**src/hdl/acr_pkg.sv**
```systemverilog
package acr_pkg;

    localparam int TABLE_ENTRIES = 16;
    localparam int IDX_W = (TABLE_ENTRIES > 1) ? $clog2(TABLE_ENTRIES) : 1;

    localparam int IP_W   = 32;
    localparam int MAC_W  = 48;
    localparam int DATA_W = 64;
    localparam int ADDR_W = 5;

    // register index, byte address 8*index
    localparam logic [1:0] REG_LOCAL_IP    = 2'd0;
    localparam logic [1:0] REG_SUBNET_MASK = 2'd1;
    localparam logic [1:0] REG_GATEWAY_IP  = 2'd2;
    localparam logic [1:0] REG_LOCAL_MAC   = 2'd3;

    localparam logic [15:0] ARP_HTYPE_ETH  = 16'h0001;
    localparam logic [15:0] ARP_PTYPE_IPV4 = 16'h0800;
    localparam logic [7:0]  ARP_HLEN       = 8'h06;
    localparam logic [7:0]  ARP_PLEN       = 8'h04;
    localparam logic [15:0] ARP_OP_REQUEST = 16'd1;
    localparam logic [15:0] ARP_OP_REPLY   = 16'd2;

    localparam logic [1:0] OUT_OP_NONE    = 2'd0;
    localparam logic [1:0] OUT_OP_REQUEST = 2'd1;
    localparam logic [1:0] OUT_OP_REPLY   = 2'd2;

    localparam logic [2:0] ACT_NOTHING  = 3'd0;
    localparam logic [2:0] ACT_REPLY    = 3'd1;
    localparam logic [2:0] ACT_REQUEST  = 3'd2;
    localparam logic [2:0] ACT_RESOLVED = 3'd3;
    localparam logic [2:0] ACT_BAD_PKT  = 3'd4;
    localparam logic [2:0] ACT_BAD_DST  = 3'd5;

    localparam logic [MAC_W-1:0] BCAST_MAC = {MAC_W{1'b1}};
    localparam logic [IP_W-1:0]  BCAST_IP  = {IP_W{1'b1}};

    typedef struct packed {
        logic        func;
        logic [15:0] hw_type;
        logic [15:0] proto_type;
        logic [7:0]  hw_len;
        logic [7:0]  proto_len;
        logic [15:0] arp_opcode;
        logic [47:0] sender_mac;
        logic [31:0] sender_ip;
        logic [31:0] target_ip;
        logic [31:0] dest_ip;
    } acr_req_t;

    typedef struct packed {
        logic [2:0]  action;
        logic [47:0] frame_dst_mac;
        logic [1:0]  out_opcode;
        logic [31:0] out_sender_ip;
        logic [47:0] out_target_mac;
        logic [31:0] out_target_ip;
        logic        table_full;
    } acr_rsp_t;

    // search token walking down the cell chain
    typedef struct packed {
        logic             vld;
        logic [IP_W-1:0]  key;
        logic             upd;
        logic [MAC_W-1:0] mac;
        logic             hit;
        logic [MAC_W-1:0] hit_mac;
        logic             free;
        logic [IDX_W-1:0] free_idx;
    } acr_tok_t;

    typedef struct packed {
        logic             en;
        logic [IP_W-1:0]  ip;
        logic [MAC_W-1:0] mac;
    } acr_wr_t;

endpackage

```
**src/hdl/acr_cell.sv**
```systemverilog
module acr_cell (
    input  logic                        clk,
    input  logic                        rst_n,
    input  logic [acr_pkg::IDX_W-1:0]   idx,
    input  acr_pkg::acr_tok_t           tok_in,
    output acr_pkg::acr_tok_t           tok_out,
    input  acr_pkg::acr_wr_t            wr
);
    import acr_pkg::*;

    logic             valid_reg, valid_next;
    logic [IP_W-1:0]  ip_reg, ip_next;
    logic [MAC_W-1:0] mac_reg, mac_next;
    acr_tok_t         tok_reg, tok_next;
    logic             match;

    assign match = tok_in.vld && valid_reg && (ip_reg == tok_in.key);

    always_comb
    begin
        tok_next   = tok_in;
        valid_next = valid_reg;
        ip_next    = ip_reg;
        mac_next   = mac_reg;
        if (match && !tok_in.hit)
        begin
            tok_next.hit     = 1'b1;
            tok_next.hit_mac = mac_reg;
            if (tok_in.upd)
            begin
                mac_next = tok_in.mac;
            end
        end
        if (tok_in.vld && !tok_in.free && !valid_reg)
        begin
            tok_next.free     = 1'b1;
            tok_next.free_idx = idx;
        end
        if (wr.en)
        begin
            valid_next = 1'b1;
            ip_next    = wr.ip;
            mac_next   = wr.mac;
        end
    end

    always_ff @(posedge clk or negedge rst_n)
    begin
        if (!rst_n)
        begin
            valid_reg <= 1'b0;
            tok_reg   <= '0;
        end
        else
        begin
            valid_reg <= valid_next;
            tok_reg   <= tok_next;
        end
    end

    always_ff @(posedge clk)
    begin
        ip_reg  <= ip_next;
        mac_reg <= mac_next;
    end

    assign tok_out = tok_reg;

endmodule

```
**src/hdl/arp_cache_responder.sv**
```systemverilog
// A searched word passes inj_reg, one register per cell and fin_reg before the
// result register; other words go from intake to ST_FIN and then to the result.
// Throughput: one word at a time; the search token walks the cell chain one
// entry per cycle, so the next word is taken after the result is registered.
// Reset: async, active low; clears entry valid bits, config and FSM registers.
module arp_cache_responder (
    input  logic                        clk,
    input  logic                        rst_n,
    input  logic                        psel,
    input  logic                        penable,
    input  logic                        pwrite,
    input  logic [acr_pkg::ADDR_W-1:0]  paddr,
    input  logic [acr_pkg::DATA_W-1:0]  pwdata,
    output logic [acr_pkg::DATA_W-1:0]  prdata,
    output logic                        pready,
    input  logic                        req_valid,
    output logic                        req_stall,
    input  acr_pkg::acr_req_t           req,
    output logic                        rsp_valid,
    input  logic                        rsp_stall,
    output acr_pkg::acr_rsp_t           rsp
);
    import acr_pkg::*;

    localparam logic [1:0] ST_IDLE   = 2'd0;
    localparam logic [1:0] ST_SEARCH = 2'd1;
    localparam logic [1:0] ST_FIN    = 2'd2;

    localparam logic [2:0] CLS_BAD_PKT = 3'd0;
    localparam logic [2:0] CLS_NOADDR  = 3'd1;
    localparam logic [2:0] CLS_ARP     = 3'd2;
    localparam logic [2:0] CLS_BCAST   = 3'd3;
    localparam logic [2:0] CLS_BAD_DST = 3'd4;
    localparam logic [2:0] CLS_RESOLVE = 3'd5;

    logic [IP_W-1:0]  local_ip_reg, subnet_mask_reg, gateway_ip_reg;
    logic [MAC_W-1:0] local_mac_reg;
    logic             cfg_wr;
    logic [1:0]       cfg_idx;

    logic [1:0]       state_reg, state_next;
    logic [2:0]       cls_reg, cls_next;
    logic [IP_W-1:0]  key_reg, key_next;
    logic [MAC_W-1:0] sha_reg, sha_next;
    logic [IP_W-1:0]  tpa_reg, tpa_next;
    logic             reply_reg, reply_next;
    logic             tgt_us_reg, tgt_us_next;
    acr_tok_t         inj_reg, inj_next;
    acr_tok_t         fin_reg, fin_next;
    logic             rsp_valid_reg, rsp_valid_next;
    acr_rsp_t         rsp_reg, rsp_next, result;

    logic             accept, pkt_ok, off_subnet, load, learn;
    logic [IP_W-1:0]  hop;
    acr_tok_t         chain [TABLE_ENTRIES+1];
    acr_wr_t          wr_cell [TABLE_ENTRIES];

    // configuration
    assign pready  = 1'b1;
    assign cfg_idx = paddr[ADDR_W-1:3];
    assign cfg_wr  = psel && penable && pwrite;

    always_ff @(posedge clk or negedge rst_n)
    begin
        if (!rst_n)
        begin
            local_ip_reg    <= '0;
            subnet_mask_reg <= '0;
            gateway_ip_reg  <= '0;
            local_mac_reg   <= '0;
        end
        else if (cfg_wr)
        begin
            unique case (cfg_idx)
                REG_LOCAL_IP:    local_ip_reg    <= pwdata[IP_W-1:0];
                REG_SUBNET_MASK: subnet_mask_reg <= pwdata[IP_W-1:0];
                REG_GATEWAY_IP:  gateway_ip_reg  <= pwdata[IP_W-1:0];
                REG_LOCAL_MAC:   local_mac_reg   <= pwdata[MAC_W-1:0];
                default:         ;
            endcase
        end
    end

    always_comb
    begin
        unique case (cfg_idx)
            REG_LOCAL_IP:    prdata = DATA_W'(local_ip_reg);
            REG_SUBNET_MASK: prdata = DATA_W'(subnet_mask_reg);
            REG_GATEWAY_IP:  prdata = DATA_W'(gateway_ip_reg);
            REG_LOCAL_MAC:   prdata = DATA_W'(local_mac_reg);
            default:         prdata = '0;
        endcase
    end

    // intake
    assign req_stall = (state_reg != ST_IDLE);
    assign accept    = req_valid && !req_stall;

    assign pkt_ok = (req.hw_type == ARP_HTYPE_ETH) && (req.proto_type == ARP_PTYPE_IPV4) &&
                    (req.hw_len == ARP_HLEN) && (req.proto_len == ARP_PLEN) &&
                    ((req.arp_opcode == ARP_OP_REQUEST) || (req.arp_opcode == ARP_OP_REPLY)) &&
                    (req.sender_mac != BCAST_MAC);
    assign off_subnet = (req.dest_ip & subnet_mask_reg) != (local_ip_reg & subnet_mask_reg);
    assign hop        = off_subnet ? gateway_ip_reg : req.dest_ip;

    // cell chain
    assign chain[0] = inj_reg;

    genvar gi;
    generate
        for (gi = 0; gi < TABLE_ENTRIES; gi++)
        begin : g_cell
            always_comb
            begin
                wr_cell[gi].en  = learn && fin_reg.free && load &&
                                  (fin_reg.free_idx == IDX_W'(gi));
                wr_cell[gi].ip  = key_reg;
                wr_cell[gi].mac = sha_reg;
            end

            acr_cell u_cell (
                .clk     (clk),
                .rst_n   (rst_n),
                .idx     (IDX_W'(gi)),
                .tok_in  (chain[gi]),
                .tok_out (chain[gi+1]),
                .wr      (wr_cell[gi])
            );
        end
    endgenerate

    // result
    assign learn = (cls_reg == CLS_ARP) && tgt_us_reg && !fin_reg.hit;
    assign load  = (state_reg == ST_FIN) && (!rsp_valid_reg || !rsp_stall);

    always_comb
    begin
        result = '0;
        unique case (cls_reg)
            CLS_BAD_PKT: result.action = ACT_BAD_PKT;
            CLS_NOADDR:  result.action = ACT_NOTHING;
            CLS_ARP:
            begin
                result.table_full = learn && !fin_reg.free;
                if (reply_reg)
                begin
                    result.action         = ACT_REPLY;
                    result.frame_dst_mac  = sha_reg;
                    result.out_opcode     = OUT_OP_REPLY;
                    result.out_sender_ip  = tpa_reg;
                    result.out_target_mac = sha_reg;
                    result.out_target_ip  = key_reg;
                end
            end
            CLS_BCAST:
            begin
                result.action        = ACT_RESOLVED;
                result.frame_dst_mac = BCAST_MAC;
            end
            CLS_BAD_DST: result.action = ACT_BAD_DST;
            CLS_RESOLVE:
            begin
                if (fin_reg.hit)
                begin
                    result.action        = ACT_RESOLVED;
                    result.frame_dst_mac = fin_reg.hit_mac;
                end
                else
                begin
                    result.action         = ACT_REQUEST;
                    result.frame_dst_mac  = BCAST_MAC;
                    result.out_opcode     = OUT_OP_REQUEST;
                    result.out_sender_ip  = local_ip_reg;
                    result.out_target_mac = BCAST_MAC;
                    result.out_target_ip  = key_reg;
                end
            end
            default: result = '0;
        endcase
    end

    // control
    always_comb
    begin
        state_next     = state_reg;
        cls_next       = cls_reg;
        key_next       = key_reg;
        sha_next       = sha_reg;
        tpa_next       = tpa_reg;
        reply_next     = reply_reg;
        tgt_us_next    = tgt_us_reg;
        inj_next       = '0;
        fin_next       = fin_reg;
        rsp_valid_next = rsp_valid_reg && rsp_stall;
        rsp_next       = rsp_reg;

        unique case (state_reg)
            ST_IDLE:
            begin
                if (accept)
                begin
                    fin_next    = '0;
                    sha_next    = req.sender_mac;
                    tpa_next    = req.target_ip;
                    tgt_us_next = (req.target_ip == local_ip_reg);
                    reply_next  = (req.target_ip == local_ip_reg) &&
                                  (req.arp_opcode == ARP_OP_REQUEST);
                    state_next  = ST_FIN;
                    if (!req.func)
                    begin
                        key_next = req.sender_ip;
                        priority if (!pkt_ok)
                            cls_next = CLS_BAD_PKT;
                        else if (local_ip_reg == '0)
                            cls_next = CLS_NOADDR;
                        else
                        begin
                            cls_next   = CLS_ARP;
                            state_next = ST_SEARCH;
                            inj_next.vld = 1'b1;
                            inj_next.key = req.sender_ip;
                            inj_next.upd = 1'b1;
                            inj_next.mac = req.sender_mac;
                        end
                    end
                    else
                    begin
                        key_next = hop;
                        priority if (req.dest_ip == BCAST_IP)
                            cls_next = CLS_BCAST;
                        else if (req.dest_ip == '0)
                            cls_next = CLS_BAD_DST;
                        else if (off_subnet && (gateway_ip_reg == '0))
                            cls_next = CLS_BAD_DST;
                        else
                        begin
                            cls_next   = CLS_RESOLVE;
                            state_next = ST_SEARCH;
                            inj_next.vld = 1'b1;
                            inj_next.key = hop;
                        end
                    end
                end
            end
            ST_SEARCH:
            begin
                if (chain[TABLE_ENTRIES].vld)
                begin
                    fin_next   = chain[TABLE_ENTRIES];
                    state_next = ST_FIN;
                end
            end
            ST_FIN:
            begin
                if (load)
                begin
                    rsp_next       = result;
                    rsp_valid_next = 1'b1;
                    state_next     = ST_IDLE;
                end
            end
            default: state_next = ST_IDLE;
        endcase
    end

    always_ff @(posedge clk or negedge rst_n)
    begin
        if (!rst_n)
        begin
            state_reg     <= ST_IDLE;
            inj_reg       <= '0;
            rsp_valid_reg <= 1'b0;
        end
        else
        begin
            state_reg     <= state_next;
            inj_reg       <= inj_next;
            rsp_valid_reg <= rsp_valid_next;
        end
    end

    always_ff @(posedge clk)
    begin
        cls_reg    <= cls_next;
        key_reg    <= key_next;
        sha_reg    <= sha_next;
        tpa_reg    <= tpa_next;
        reply_reg  <= reply_next;
        tgt_us_reg <= tgt_us_next;
        fin_reg    <= fin_next;
        rsp_reg    <= rsp_next;
    end

    assign rsp_valid = rsp_valid_reg;
    assign rsp       = rsp_reg;

endmodule

```
**config.mk**
```make
export PLATFORM = sky130hd
export DESIGN_NAME = arp_cache_responder
export DESIGN_NICKNAME = d
export VERILOG_FILES = /design/src/hdl/acr_pkg.sv /design/src/hdl/acr_cell.sv /design/src/hdl/arp_cache_responder.sv
export SDC_FILE = /design/constraint.sdc
export NUM_CORES = 2
export LEC_CHECK = 0
export BUFFER_PORTS_ARGS = -buffer_cell sky130_fd_sc_hd__buf_2
export CORE_ASPECT_RATIO = 1.25
export CORE_MARGIN = 2
export CORE_UTILIZATION = 55
export CTS_BUF_LIST = sky130_fd_sc_hd__clkbuf_16
export DETAILED_ROUTE_END_ITERATION = 10
export PLACE_DENSITY = 0.78
export SYNTH_ARGS = -nofsm -noshare
export SYNTH_HDL_FRONTEND = slang
export SYNTH_SLANG_ARGS = --single-unit
```
**constraint.sdc**
```tcl
create_clock -name clk -period 32 [get_ports clk]
set_input_delay 8 -clock clk [delete_from_list [all_inputs] [get_ports clk]]
set_output_delay 8 -clock clk [all_outputs]
set_load 0.02 [all_outputs]
```
==> flow_summary.json <==
{
  "outcome": "finished, final reports clean",
  "tightest_slew_ps": 1430,
  "worstHoldEndpoint": "g_cell[8].u_cell.tok_out[86]",
  "worst-path-stages": 4,
  "synth_common_cells": "dfrtp_1, edfxtp_1, mux2_2",
  "timing.setup.tns_ps": 0,
  "ys_seq_area_share_pct": 76.6,
  "dp_hpwl_microns": 210000,
  "min_period_ps": 18010,
  "die_w_microns": 454,
  "setup_violations": 0,
  "yosys-top-cells-area": "dfrtp_1, edfxtp_1, mux2_2",
  "clock_skew_ps": 80.5,
  "fp.dieH_microns": 567,
  "rows": 206,
  "hold_viol": 0,
  "path_clk_slew_ps": 70,
  "hold_path.class": "reg2reg",
  "ant_nets": 0,
  "power_uw": 10800,
  "cp_slowest_cell": "mux4_2",
  "fmax_ghz": 0.0555,
  "track_usage_pct": 26.0,
  "cts_resized": 0,
  "start_util_pct": 55.3,
  "globalRoute.totalOverflow": 0,
  "clkLatencyLatePin_ps": 890,
  "synth_seq_cells": 3942,
  "dr_total_vias": 67280,
  "p_leak_uw": 0.0710,
  "synth-warning-count": 0,
  "fillCellCount": 17027,
  "crit_chain": "buf_2 -> buf_4 -> mux4_2 -> buf_2",
  "crit_family": "buffers and inverters",
  "clockBufferDepth": 4,
  "cts_max_level": 5,
  "routedWlPerCell_microns": 27.6,
  "r2r_slack_ps": 27280,
  "reg2reg_depth": 8,
  "peakVddDrop_mv": 0.0527,
  "nets": 8584,
  "crit_path_end_kind": "output port",
  "drc_errors": 0,
  "yosysMostFrequentCell": "dfrtp_1",
  "gp_congestion": 0.988,
  "drt_iter0_markers": 4885,
  "slew_headroom_pct": 3.70,
  "synth_area_per_cell_sq_um": 18.2,
  "drv_slew": 0,
  "cts_num_sinks": 3942,
  "crit_buf_inv": 3,
  "synth_edf_count": 1617,
  "largest_register_ffs": 2080,
  "synth.distinct_cells": 56,
  "synth_cells": 7640,
  "path_max_fanout": 46,
  "start_kind": "primary input",
  "io-pin-count": 518,
  "ys_async_sr_fraction_pct": 59.0,
  "synth.top_cell.area_share_pct": 41.7,
  "routed_via_density": 5.62,
  "grt_antenna_before_repair": 93,
  "dieArea_sq_um": 258000,
  "synth_area_sq_um": 139000,
  "hp-start": "g_cell[7].u_cell.tok_out[86]",
  "yosysTopAreaCell": "dfrtp_1",
  "dr.pass1.iters": 5,
  "cts_buffers": 363,
  "worstReg2RegStart": "cls_reg[0]",
  "grt_max_degree": 173,
  "powerDensity_nw_per_um2": 68.4,
  "cts_setup_buffers": 0,
  "grt_pass1_wl_microns": 489000,
  "synth_flop_cell": "dfrtp_1",
  "register_area_sq_um": 107000,
  "reg2reg_to": "g_cell[6].u_cell.mac_reg[32]",
  "fin_crit_sh_pct": 56.3,
  "critPathKind": "in2out",
  "cts_tree": "built",
  "routed_wl_microns": 330000,
  "grt_pass1_vias": 74052,
  "cts-root-buf": "clkbuf_16",
  "hold_buffers": 0,
  "io_buffers": 481,
  "rsz0062_at_grt": "no",
  "cp_common_cell": "buf_2",
  "slowest_delay_ps": 730,
  "drive_above_1_share_pct": 32.5,
  "area_growth_pct": 12.9,
  "min_path_cells": 0,
  "core-area_sq_um": 252000,
  "worstPathRequired_ps": 24000,
  "drv_cap": 0,
  "critPathArrivalTime_ps": 10010,
  "multi_input_area_sq_um": 31300
}
## cells by family after synthesis
| logic type | after synthesis | synth area share, % |
|---|---|---|
| other | 2 | 0.00539 |
| AO/OA/AOI/OAI | 187 | 0.991 |
| AND/OR/NAND/NOR | 897 | 3.67 |
| XOR/XNOR | 577 | 3.62 |
| flip-flops | 3942 | 76.6 |
| multiplexers | 1696 | 13.9 |
| buffers and inverters | 339 | 1.22 |
## how the worst max path moves through the flow
stage | from | end | slack, ps
2_1_floorplan | rsp_stall | g_cell[0].u_cell.mac_reg[0] | 12500
6_report | paddr[3] | prdata[15] | 13990
3_5_place_dp | paddr[3] | prdata[14] | 13970
3_3_place_gp | paddr[3] | prdata[14] | 14000
5_1_grt | paddr[3] | prdata[14] | 13900
4_1_cts | paddr[3] | prdata[14] | 13980
## layout make-up
cell class / instances / area share [%]
flip-flops and latches: 3942 / 67.8
multi-input cells: 3374 / 19.9
clock buffers: 375 / 5.96
well taps: 3328 / 2.65
repair buffers: 598 / 2.11
clock inverters: 289 / 1.44
diodes: 45 / 0.0716
inverters: 20 / 0.0509
## stage by stage
step,setup WS [ps],util [%],area [sq um],hold slack (ps),std cells
floorplan,12500,-,139000,349,7655
global placement,14000,57.8,146000,349,11262
detailed placement,13970,57.8,146000,354,11262
CTS,13980,62.4,157000,316,11926
global route,13900,62.4,157000,328,11942
finish,13990,62.4,157000,309,11971
## layout by cell type (no fill, tap or decap), types with 16 or more instances in the layout
cell type and instances:
nor2b_1 21, mux2_2 1538, and3_1 18, mux2_1 94, or2_2 48, a22oi_1 16
inv_1 98, buf_2 480, mux4_2 32, clkinv_1 75, and2_1 183, mux2i_1 32
clkinv_2 65, nand4_1 80, xnor2_1 106, a21oi_1 34, a22o_1 32, o211ai_1 49
edfxtp_1 1617, nand2b_1 41, nand3_1 21, dfrtp_1 2325, o2bb2ai_1 32, clkbuf_16 375
nand2_1 131, xor2_1 471, buf_4 115, diode_2 45, nor2_1 98, nor4_1 148
bufinv_16 31, nand2_2 17, conb_1 17
## layer usage
metal / track usage (%) / vias to the layer above / wire (microns)
li1: - / 28905 / -
met1: 29.7 / 35518 / 115000
met2: 45.8 / 2054 / 173000
met3: 5.45 / 761 / 20500
met4: 13.7 / 42 / 20300
met5: 0 / - / 277
## worst reg2reg max path, stage by stage (launching register included)
cell and delay, ps:
edfxtp_1 480, nor3b_1 260, and3_1 410, and3_1 290
and3b_1 340, nand2_2 490, inv_1 1130, a21o_2 180
buf_4 680
## where the power goes
group,internal [uW],total (uW),switching [uW]
Combinational,213,675,462
Sequential,5560,5880,314
Clock,2380,4220,1840
Total,8160,10800,2610
(Power assumes the default switching activity.)
